## src/hdl/lrpa_pkg.sv

```systemverilog
// Shared types and constants for the line rasterizer pixel address block.
`default_nettype none

package lrpa_pkg;

    // Command codes carried in the input tuser
    localparam logic CMD_LOAD = 1'b0;
    localparam logic CMD_STEP = 1'b1;

    // Configuration register indexes
    typedef enum logic [1:0] {
        REG_FRAME_WIDTH  = 2'd0,
        REG_FRAME_HEIGHT = 2'd1,
        REG_FRAME_BASE   = 2'd2
    } t_cfg_reg;

    localparam int CFG_INDEX_BITS = 2;
    localparam int CFG_DATA_BITS  = 32;
    localparam int SIZE_BITS      = 12;
    localparam int PIX_BITS       = 11;
    localparam int ADDR_BITS      = 32;
    localparam int OUT_TDATA_BITS = 56;
    localparam int OUT_PAD_BITS   = OUT_TDATA_BITS - 2 * PIX_BITS - ADDR_BITS;

    localparam logic [SIZE_BITS-1:0] RESET_WIDTH  = 12'd640;
    localparam logic [SIZE_BITS-1:0] RESET_HEIGHT = 12'd480;

    // Largest legal coordinate on one axis: size-1, floored at 0, capped at 2047
    function automatic logic [PIX_BITS-1:0] clamp_bound(input logic [SIZE_BITS-1:0] size);
        logic [SIZE_BITS-1:0] size_m1;
        size_m1 = (size == '0) ? '0 : size - 1'b1;
        if (size_m1[SIZE_BITS-1])
            return '1;
        return size_m1[PIX_BITS-1:0];
    endfunction

endpackage

`default_nettype wire

```

## src/hdl/line_rasterizer_pixel_address.sv

```systemverilog
// Bresenham line rasterizer emitting clamped pixels and frame-buffer byte addresses.
//
// Channel   Dir  Handshake                    Contents
// s_axis    in   s_axis_tvalid/tready         tuser: cmd; tdata: start_x, start_y, end_x_in,
//                                             end_y_in (COORD_BITS each, low bits first)
// m_axis    out  m_axis_tvalid/tready         tlast: last; tdata: pixel_x, pixel_y,
//                                             byte_address, 2 zero pad bits
// cfg       in   i_cfg_we                     0 frame_width, 1 frame_height, 2 frame_base
//
// One item per clock unless the output stalls. A step item is turned into its pixel
// in the cycle it is accepted: clamp, a 12x11 multiply and two 32-bit adds sit
// between the line state and the output register, so a pixel appears in the cycle
// after its step item. Load items and steps while idle give no pixel.
// The single output register stalls the input only while it holds an untaken pixel.
// Reset (synchronous, active low) clears the line state, sets the frame registers to
// 640 x 480 at base 0 and empties the output register.
`default_nettype none

module line_rasterizer_pixel_address #(
    parameter int COORD_BITS = 12,
    localparam int InTdataW  = ((4 * COORD_BITS + 7) / 8) * 8
) (
    input  wire logic                                 i_clk,
    input  wire logic                                 i_rst_n,
    // tdata, low bit up: start_x, start_y, end_x_in, end_y_in, zero pad
    input  wire logic [InTdataW-1:0]                  s_axis_tdata,
    // tuser: cmd
    input  wire logic                                 s_axis_tuser,
    input  wire logic                                 s_axis_tvalid,
    output logic                                      s_axis_tready,
    // tdata, low bit up: pixel_x, pixel_y, byte_address, zero pad
    output logic [lrpa_pkg::OUT_TDATA_BITS-1:0]       m_axis_tdata,
    output logic                                      m_axis_tlast,
    output logic                                      m_axis_tvalid,
    input  wire logic                                 m_axis_tready,
    input  wire logic                                 i_cfg_we,
    input  wire logic [lrpa_pkg::CFG_INDEX_BITS-1:0]  i_cfg_index,
    input  wire logic [lrpa_pkg::CFG_DATA_BITS-1:0]   i_cfg_wdata
);

    localparam int CurW  = COORD_BITS + 1;  // headroom so a position never wraps
    localparam int SpanW = COORD_BITS;
    localparam int ErrW  = COORD_BITS + 4;
    localparam int PixW  = lrpa_pkg::PIX_BITS;
    localparam int SizeW = lrpa_pkg::SIZE_BITS;
    localparam int AddrW = lrpa_pkg::ADDR_BITS;
    localparam int ProdW = SizeW + PixW;

    // ---------------- configuration ----------------
    logic [SizeW-1:0] r_frame_width, r_frame_height;
    logic [AddrW-1:0] r_frame_base;

    always_ff @(posedge i_clk) begin
        if (!i_rst_n) begin
            r_frame_width  <= lrpa_pkg::RESET_WIDTH;
            r_frame_height <= lrpa_pkg::RESET_HEIGHT;
            r_frame_base   <= '0;
        end else if (i_cfg_we) begin
            case (lrpa_pkg::t_cfg_reg'(i_cfg_index))
                lrpa_pkg::REG_FRAME_WIDTH:  r_frame_width  <= i_cfg_wdata[SizeW-1:0];
                lrpa_pkg::REG_FRAME_HEIGHT: r_frame_height <= i_cfg_wdata[SizeW-1:0];
                lrpa_pkg::REG_FRAME_BASE:   r_frame_base   <= i_cfg_wdata[AddrW-1:0];
                default: ;
            endcase
        end
    end

    // ---------------- handshake ----------------
    logic r_out_valid;
    logic w_in_acc, w_load, w_step;

    assign s_axis_tready = !r_out_valid || m_axis_tready;
    assign w_in_acc      = s_axis_tvalid && s_axis_tready;
    assign w_load        = w_in_acc && (s_axis_tuser == lrpa_pkg::CMD_LOAD);

    // ---------------- line state ----------------
    logic signed [CurW-1:0]       r_cur_x, r_cur_y;
    logic signed [COORD_BITS-1:0] r_goal_x, r_goal_y;
    logic                         r_dir_x_neg, r_dir_y_neg;
    logic [SpanW-1:0]             r_span_x, r_span_y;
    logic signed [ErrW-1:0]       r_err;
    logic                         r_x_major, r_active;

    assign w_step = w_in_acc && (s_axis_tuser == lrpa_pkg::CMD_STEP) && r_active;

    // Load set-up
    logic signed [COORD_BITS-1:0] w_x1, w_y1, w_x2, w_y2;
    logic signed [CurW-1:0]       w_dx, w_dy;
    logic                         w_x_gt, w_y_gt, w_ld_x_major;
    logic [SpanW-1:0]             w_sx, w_sy;
    logic signed [ErrW-1:0]       w_ld_err;

    always_comb begin
        w_x1 = s_axis_tdata[0*COORD_BITS +: COORD_BITS];
        w_y1 = s_axis_tdata[1*COORD_BITS +: COORD_BITS];
        w_x2 = s_axis_tdata[2*COORD_BITS +: COORD_BITS];
        w_y2 = s_axis_tdata[3*COORD_BITS +: COORD_BITS];
        w_dx = CurW'(w_x2) - CurW'(w_x1);
        w_dy = CurW'(w_y2) - CurW'(w_y1);
        w_x_gt = w_x2 > w_x1;
        w_y_gt = w_y2 > w_y1;
        w_sx = w_x_gt ? w_dx[SpanW-1:0] : SpanW'(-w_dx);
        w_sy = w_y_gt ? w_dy[SpanW-1:0] : SpanW'(-w_dy);
        w_ld_x_major = w_sx > w_sy;
        if (w_ld_x_major)
            w_ld_err = signed'({2'b0, w_sy, 1'b0}) - signed'({3'b0, w_sx});
        else
            w_ld_err = signed'({2'b0, w_sx, 1'b0}) - signed'({3'b0, w_sy});
    end

    // Bresenham step
    logic                   w_done, w_err_pos, w_mv_x, w_mv_y;
    logic [SpanW-1:0]       w_span_maj, w_span_min;
    logic signed [ErrW-1:0] w_err_add, w_err_next;
    logic signed [CurW-1:0] w_cur_x_next, w_cur_y_next;

    always_comb begin
        w_done = r_x_major ? (r_cur_x == CurW'(r_goal_x)) : (r_cur_y == CurW'(r_goal_y));
        w_span_maj = r_x_major ? r_span_x : r_span_y;
        w_span_min = r_x_major ? r_span_y : r_span_x;
        w_err_add  = r_err + signed'({2'b0, w_span_min, 1'b0});
        w_err_pos  = w_err_add > 0;
        w_err_next = w_err_pos ? w_err_add - signed'({2'b0, w_span_maj, 1'b0}) : w_err_add;
        w_mv_x = r_x_major || w_err_pos;
        w_mv_y = !r_x_major || w_err_pos;
        w_cur_x_next = !w_mv_x ? r_cur_x : (r_dir_x_neg ? r_cur_x - 1'b1 : r_cur_x + 1'b1);
        w_cur_y_next = !w_mv_y ? r_cur_y : (r_dir_y_neg ? r_cur_y - 1'b1 : r_cur_y + 1'b1);
    end

    always_ff @(posedge i_clk) begin
        if (!i_rst_n) begin
            r_cur_x     <= '0;
            r_cur_y     <= '0;
            r_goal_x    <= '0;
            r_goal_y    <= '0;
            r_dir_x_neg <= 1'b0;
            r_dir_y_neg <= 1'b0;
            r_span_x    <= '0;
            r_span_y    <= '0;
            r_err       <= '0;
            r_x_major   <= 1'b0;
            r_active    <= 1'b0;
        end else if (w_load) begin
            // a load drops any line in progress
            r_cur_x     <= CurW'(w_x1);
            r_cur_y     <= CurW'(w_y1);
            r_goal_x    <= w_x2;
            r_goal_y    <= w_y2;
            r_dir_x_neg <= !w_x_gt;
            r_dir_y_neg <= !w_y_gt;
            r_span_x    <= w_sx;
            r_span_y    <= w_sy;
            r_err       <= w_ld_err;
            r_x_major   <= w_ld_x_major;
            r_active    <= 1'b1;
        end else if (w_step) begin
            if (w_done) begin
                r_active <= 1'b0;
            end else begin
                r_cur_x <= w_cur_x_next;
                r_cur_y <= w_cur_y_next;
                r_err   <= w_err_next;
            end
        end
    end

    // ---------------- pixel and address ----------------
    logic [PixW-1:0]  w_hi_x, w_hi_y, w_px, w_py;
    logic [ProdW-1:0] w_prod;
    logic [AddrW-1:0] w_index, w_addr;

    always_comb begin
        w_hi_x = lrpa_pkg::clamp_bound(r_frame_width);
        w_hi_y = lrpa_pkg::clamp_bound(r_frame_height);
        if (r_cur_x[CurW-1])
            w_px = '0;
        else if (32'(r_cur_x[CurW-2:0]) > 32'(w_hi_x))
            w_px = w_hi_x;
        else
            w_px = PixW'(r_cur_x[CurW-2:0]);
        if (r_cur_y[CurW-1])
            w_py = '0;
        else if (32'(r_cur_y[CurW-2:0]) > 32'(w_hi_y))
            w_py = w_hi_y;
        else
            w_py = PixW'(r_cur_y[CurW-2:0]);
        // row stride is the raw width, not the clamp bound
        w_prod  = ProdW'(r_frame_width) * ProdW'(w_py);
        w_index = AddrW'(w_prod) + AddrW'(w_px);
        w_addr  = r_frame_base + {w_index[AddrW-3:0], 2'b00};
    end

    // ---------------- output register ----------------
    logic [PixW-1:0]  r_out_x, r_out_y;
    logic [AddrW-1:0] r_out_addr;
    logic             r_out_last;

    always_ff @(posedge i_clk) begin
        if (!i_rst_n)
            r_out_valid <= 1'b0;
        else if (w_step)
            r_out_valid <= 1'b1;
        else if (m_axis_tready)
            r_out_valid <= 1'b0;
    end

    always_ff @(posedge i_clk) begin
        if (w_step) begin
            r_out_x    <= w_px;
            r_out_y    <= w_py;
            r_out_addr <= w_addr;
            r_out_last <= w_done;
        end
    end

    assign m_axis_tvalid = r_out_valid;
    assign m_axis_tlast  = r_out_last;
    assign m_axis_tdata  = {{lrpa_pkg::OUT_PAD_BITS{1'b0}}, r_out_addr, r_out_y, r_out_x};

    // ---------------- assertions ----------------
    // the line only ends by emitting its end point
    a_end_emits_last: assert property (@(posedge i_clk) disable iff (!i_rst_n)
        $fell(r_active) |-> (r_out_valid && r_out_last))
        else $error("line went idle without a last pixel");

    // major axis agrees with the spans
    a_major_axis: assert property (@(posedge i_clk) disable iff (!i_rst_n)
        r_x_major ? (r_span_x > r_span_y) : (r_span_x <= r_span_y))
        else $error("major axis inconsistent with spans");

    // a load always arms the line
    a_load_arms: assert property (@(posedge i_clk) disable iff (!i_rst_n)
        w_load |=> r_active)
        else $error("load did not start a line");

    // a stalled pixel freezes the walk
    a_stall_holds: assert property (@(posedge i_clk) disable iff (!i_rst_n)
        (r_out_valid && !m_axis_tready) |=>
            ($stable(r_cur_x) && $stable(r_cur_y) && $stable(r_err)))
        else $error("line advanced while output stalled");

endmodule

`default_nettype wire
```

## config.mk

```make
export PLATFORM = sky130hd
export DESIGN_NAME = line_rasterizer_pixel_address
export DESIGN_NICKNAME = d
export VERILOG_FILES = /design/src/hdl/lrpa_pkg.sv /design/src/hdl/line_rasterizer_pixel_address.sv
export SDC_FILE = /design/constraint.sdc
export NUM_CORES = 1
export LEC_CHECK = 0
export ABC_AREA = 1
export ABC_CLOCK_PERIOD_IN_PS = 16800
export BUFFER_PORTS_ARGS = -buffer_cell sky130_fd_sc_hd__clkbuf_2
export CAP_MARGIN = 25
export CORE_ASPECT_RATIO = 1.5
export CORE_UTILIZATION = 39
export DETAILED_ROUTE_END_ITERATION = 10
export PLACE_DENSITY = 0.56
export SYNTH_ARGS = -nofsm -noshare
export SYNTH_HDL_FRONTEND = slang
export SYNTH_SLANG_ARGS = --single-unit
```

## constraint.sdc

```tcl
create_clock -name i_clk -period 16.8 [get_ports i_clk]
set_clock_uncertainty 0.1 [all_clocks]
set_input_delay 3.36 -clock i_clk [delete_from_list [all_inputs] [get_ports i_clk]]
set_output_delay 3.36 -clock i_clk [all_outputs]
set_load 0.01 [all_outputs]
```

---- Word-level counts from Yosys, hierarchy flattened ----
Index checks and enable logic that the tools add are counted.
operators by class
  magnitude comparators ................... 6
  multiply operators ...................... 1
  eq/ne operators ......................... 5
  shifts and indexed selects .............. 0
  bitwise operators ....................... 1
  reduce and logical (&&, ||, !) cells .... 26
  divide/modulo/power cells ............... 0
  add/subtract/negate cells ............... 16
  multiplexer cells ....................... 37
operators by type and width
  kind                   number
  $mux 13                10
  $mux 11                8
  $mux 16                5
  $mux 12                6
  $gt 12x12->1           3
  $add 32x26->32         1
  $sub 13x12->14         2
  $add 13x1->13 const B  2
  $eq 13x12->1           2
  $sub 13x1->13 const B  2
  $add 23x11->24         1
  $gt 12x11->1           2
  $logic_not 12->1       2
  $neg 12->12            2
  $sub 12x1->12 const B  2
  $sub 12x12->12         2
  $mul 12x11->23         1
  $add 16x14->16         1
  $gt 16x1->1 const B    1
  $sub 16x14->16         1
  $reduce_and 2->1       5
  $reduce_bool 2->1      5
  $mux 1                 8
  $reduce_and 3->1       2
  8 further kinds        16
storage, ports and cells
  bits in registers ....................... 206
  bits in latches ......................... 0
  memory bits (read-only) ................. 0
  output and inout port bits .............. 59
  bits in writable memories ............... 0
  memories kept ........................... 0
  logic and storage cells ................. 111

---- Logic depth before layout (Yosys ltp) ----
  depth in word-level cells ............... 10
  gate-level depth with buffers ........... 56
  depth with buffers taken out ............ 56

---- Worst setup path after synthesis ----
OpenSTA, ideal clock, no wires.
  kind .................................... register to register
  start point ............................. register r_frame_height[2]
  end point ............................... register r_out_addr[28] (data pin)
  cell stages (with the launch flop) ...... 55
  slack ................................... 7874 ps
  path buffers ............................ 1
  library setup time ...................... 260 ps
  arrival time ............................ 8566 ps
  period minus slack after synthesis ...... 8926 ps
  cells stage by stage .................... dfxtp_1 -> nor2_1 -> inv_1 -> nor2_2 -> inv_2 -> nor3_2 -> nand3_1 -> inv_2 -> nand2_1 -> xor2_2 -> nor2_4 -> inv_2 -> nand2_1 -> inv_1 -> ha_1 -> a21oi_1 -> o21ai_0 -> nand3_1 -> (+19 left out) -> o211ai_1 -> nand2_1 -> nand2_1 -> o21ai_0 -> o21ai_0 -> nand3_1 -> nand2_1 -> xor2_1 -> ha_1 -> a21oi_1 -> o21ai_0 -> a21oi_1 -> nand3_1 -> nand2_1 -> o211ai_1 -> a21oi_1 -> nor2_1 -> xor2_1
on the way
  longest elaborated chain between the ends .. 10
  elaborated cells on any way between the ends .. 11
  those cells by class .................... add/sub (3); mul (1); order compare (1); mux (5); reduce/logical (1)
ends and longest elaborated chain
  item                                               line                                  source
  start, declared                                    line_rasterizer_pixel_address.sv:50   logic [SizeW-1:0] r_frame_width, r_frame_height;
  start signal, assigned                             line_rasterizer_pixel_address.sv:56   r_frame_height <= lrpa_pkg::RESET_HEIGHT;
  start signal, assigned                             line_rasterizer_pixel_address.sv:61   lrpa_pkg::REG_FRAME_HEIGHT: r_frame_height <= i_cfg_wdata[SizeW-1:0];
  $sub 12x1->12 or $logic_not 12->1 (tied branches)  lrpa_pkg.sv:31                        size_m1 = (size == '0) ? '0 : size - 1'b1;
  $mux 12 *                                          lrpa_pkg.sv:31
  $mux 1                                             lrpa_pkg.sv:32                        if (size_m1[SIZE_BITS-1])
  $mux 11 *                                          lrpa_pkg.sv:34                        return size_m1[PIX_BITS-1:0];
  $gt 12x11->1                                       line_rasterizer_pixel_address.sv:183  else if (32'(r_cur_y[CurW-2:0]) > 32'(w_hi_y))
  $mux 11 *                                          line_rasterizer_pixel_address.sv:183
  $mux 11 *                                          line_rasterizer_pixel_address.sv:181  if (r_cur_y[CurW-1])
  named net w_py[3]                                  line_rasterizer_pixel_address.sv:168  logic [PixW-1:0] w_hi_x, w_hi_y, w_px, w_py;
  $mul 12x11->23 *                                   line_rasterizer_pixel_address.sv:188  w_prod = ProdW'(r_frame_width) * ProdW'(w_py);
  $add 23x11->24 *                                   line_rasterizer_pixel_address.sv:189  w_index = AddrW'(w_prod) + AddrW'(w_px);
  $add 32x26->32 *                                   line_rasterizer_pixel_address.sv:190  w_addr = r_frame_base + {w_index[AddrW-3:0], 2'b00};
  named net w_addr[28]                               line_rasterizer_pixel_address.sv:170  logic [AddrW-1:0] w_index, w_addr;
  end signal, assigned                               line_rasterizer_pixel_address.sv:211  r_out_addr <= w_addr;
  end, declared                                      line_rasterizer_pixel_address.sv:195  logic [AddrW-1:0] r_out_addr;
Mark *: on every way through the listed nets, which the timed path passes. The rest lies on a longest branch.
A chain may end at the register's enable or synchronous reset.

---- Worst setup path after layout ----
  start point ............................. register r_frame_height[2]
  end point ............................... register r_out_addr[30] (data pin)
The elaborated chain is that of the path after synthesis.

==> results.toml <==
[run_status]
status = "finished with violations"
violations = "DRC"

[sta]
setup_viol = 0
hold_viol = 0
fmax_mhz = 92.9
max_slew_margin = 0.393
fin_tns_setup_ns = 0
report.final.slew_viol_count = 0
rsz0062_at_grt = "no"
fin_crit_ns = 10.77
tightest_slew_ns = 0.911
fin_crit_sh = 0.641

[placement]
hpwl_um = 59600
gp_congestion = 1.03
numPortBuffers = 144
postPlaceCellArea_mm2 = 0.0226
dp_cells = 3769

[floorplanning]
chipWidth_um = 193
ioPinCount = 147
initial_utilization = 0.395
die_h_um = 288
die_area_mm2 = 0.0554
rows = 104
core_mm2 = 0.0537

[final_layout]
drive_gt1_frac = 0.0902
fin_cells = 3815
post-route-cell-area_mm2 = 0.0234
fin_util = 0.435
num_antenna_cells = 0
nNetsFinal = 3527
nFillCells = 5675
mostFrequentLayoutCell = "nand2_1"
regArea_mm2 = 0.00467
final_cell_mix = "nand2_1, inv_1, a21oi_1, nor2_1, o21ai_0"
multi_input_area_mm2 = 0.0143
area_delta_synth_final_pct = 10.1

[synthesis]
synth.area.mux_share = 0
synth_xor_xnor_area_share = 0.0522
netlist_instances = 3003
yosysUniqueCellTypes = 54
yosys.area_share.adder = 0.234
synth_edf_count = 55
synth-simple-area-share = 0.220
synth_top_family_by_area = "adder cells"
ys_seq_area_frac = 0.220
synthesis.area_mm2 = 0.0212
avgSynthCellArea_um2 = 7.07
async_flop_share = 0
synth_compound_area_frac = 0.164
synthFlopType = "dfxtp_1"
ys_ff_latch = 206
yosys_warnings = 0

[clock_tree]
ctsHoldBuffers = 0
cts_tree = "yes"
clock-sinks = 206
h-tree-depth = 1
cts_root_buffer = "clkbuf_16"
cts_max_path_buffers = 3
post_cts_buffers = 0
numCtsBuffers = 25
worstSkewPairLatency_ns = 0.57
clkSlewWorstSetupHoldPaths_ns = 0.06
cts.repair.resized = 0

[run]
maxCapViolations = 0

[global_route]
overflow = 0
grt_pass1_wl_um = 112000
grt_max_degree = 90
track_usage = 0.264
grt_pass1_vias = 20600
antenna_found_initial = 1

[power_and_ir_drop]
p_total_w = 0.00343
leakagePower_nw = 11.7
power.density_mw_per_mm2 = 147
peakVddDrop_mv = 0.0887

[routing]
drc = 27
num_vias = 20000
viasPerCell = 5.24
totalWireLength_um = 72400
dr.pass1.iters = 8
antenna_left = 0
drt_first_iter_violations = 937
wire_per_inst_um = 19.0

[worst_setup_path]
r2r_end = "r_out_addr[30]"
critical_path_class = "flip-flop to flip-flop"
crit_path_top_delay_cell = "fa_1"
critPathCaptureType = "flip-flop"
slowest_delay_ns = 0.56
start_kind = "flip-flop"
r2r.worst_path.cells = 52
worstPathMaxFanout = 15
arrival_ns = 10.99
reg2reg_from = "r_frame_height[2]"
cpMostUsedCell = "nand2_1"
reg2reg_slack_ns = 6.03
critPathRequiredTime_ns = 17.02

[worst_hold_path]
min_from = "r_frame_base[1]"
hold_class = "flip-flop to flip-flop"
whs_endpoint = "r_out_addr[1]"
min_path_cells = 0
final cells by class:
cell class | instances | share of cell area
clock inverters | 14 | 0.00663
well taps | 689 | 0.0369
multi-input cells | 2202 | 0.610
repair buffers | 156 | 0.0348
flip-flops and latches | 206 | 0.200
inverters | 516 | 0.0828
clock buffers | 32 | 0.0287
per-stage QoR:
| stage | worst slack, ns | hold WS (ns) |
|---|---|---|
| 2_1_floorplan | 7.87 | 0.308 |
| 3_3_place_gp | 6.20 | 0.316 |
| 3_5_place_dp | 6.01 | 0.318 |
| 4_1_cts | 6.02 | 0.336 |
| 5_1_grt | 5.36 | 0.343 |
| 6_report | 6.03 | 0.334 |
layer usage:
metal | wire length [um] | global-route usage | part of all wire | up-vias
met4 | 3490 | 0.123 | 0.048 | 2
met2 | 39400 | 0.521 | 0.55 | 468
met3 | 2730 | 0.0252 | 0.038 | 152
met1 | 26700 | 0.271 | 0.37 | 9379
met5 | 13 | 0 | 0.00018 | -
li1 | - | - | - | 9979
logic make-up after synthesis:
group	count (synthesis)
AO/OA/AOI/OAI	644
XOR/XNOR	124
adder cells (fa/ha/maj)	332
buffers and inverters	596
flip-flops	206
other	1
AND/OR/NAND/NOR	1100
power by group:
| group | switching, W | internal, W |
|---|---|---|
| clock network | 0.000244 | 0.000317 |
| registers | 0.0000419 | 0.000598 |
| logic | 0.00144 | 0.000790 |
state kept, by name, summed over array words and instances (netlist names):
name,flops
r_err,16
r_x_major,1
r_out_y,11
m_axis_tvalid,1
r_dir_x_neg,1
m_axis_tlast,1
r_active,1
r_frame_base,32
r_dir_y_neg,1
r_span_x,12
r_cur_y,13
r_cur_x,13
r_goal_x,12
r_frame_height,12
r_span_y,12
r_frame_width,12
r_out_addr,32
r_out_x,11
r_goal_y,12
cells in the mapped netlist, types with 33 or more instances:
cell | number | area share
clkbuf_1 | 58 | 0.010
nor2_1 | 252 | 0.045
nand4_1 | 33 | 0.0097
dfxtp_1 | 151 | 0.14
xnor2_1 | 40 | 0.016
nand2_1 | 604 | 0.11
nand3_1 | 124 | 0.029
a21oi_1 | 281 | 0.066
ha_1 | 222 | 0.13
edfxtp_1 | 55 | 0.078
o21ai_0 | 238 | 0.056
xor2_1 | 81 | 0.033
fa_1 | 110 | 0.10
inv_1 | 496 | 0.088
worst max-delay path, delay by kind of cell (launching register included):
family	cells	cell delay (ns)
buffers and inverters	9	0.94
adders and majority gates	8	3.55
xor gates and xnor gates	3	0.54
DFF	1	0.35
and+or+nand+nor	21	2.64
AOI/OAI and AO/OA	11	2.41
how the worst max path moves through the flow:
stage	startpoint	end	slack [ns]	cells after the start
2_1_floorplan	r_frame_height[2]	r_out_addr[28]	7.87	54
3_3_place_gp	r_frame_height[2]	r_out_addr[30]	6.20	52
3_5_place_dp	r_frame_height[2]	r_out_addr[30]	6.01	52
4_1_cts	r_frame_height[2]	r_out_addr[30]	6.02	52
5_1_grt	r_frame_height[2]	r_out_addr[30]	5.36	54
6_report	r_frame_height[2]	r_out_addr[30]	6.03	52
No activity file was read; power rests on OpenSTA's default activity.
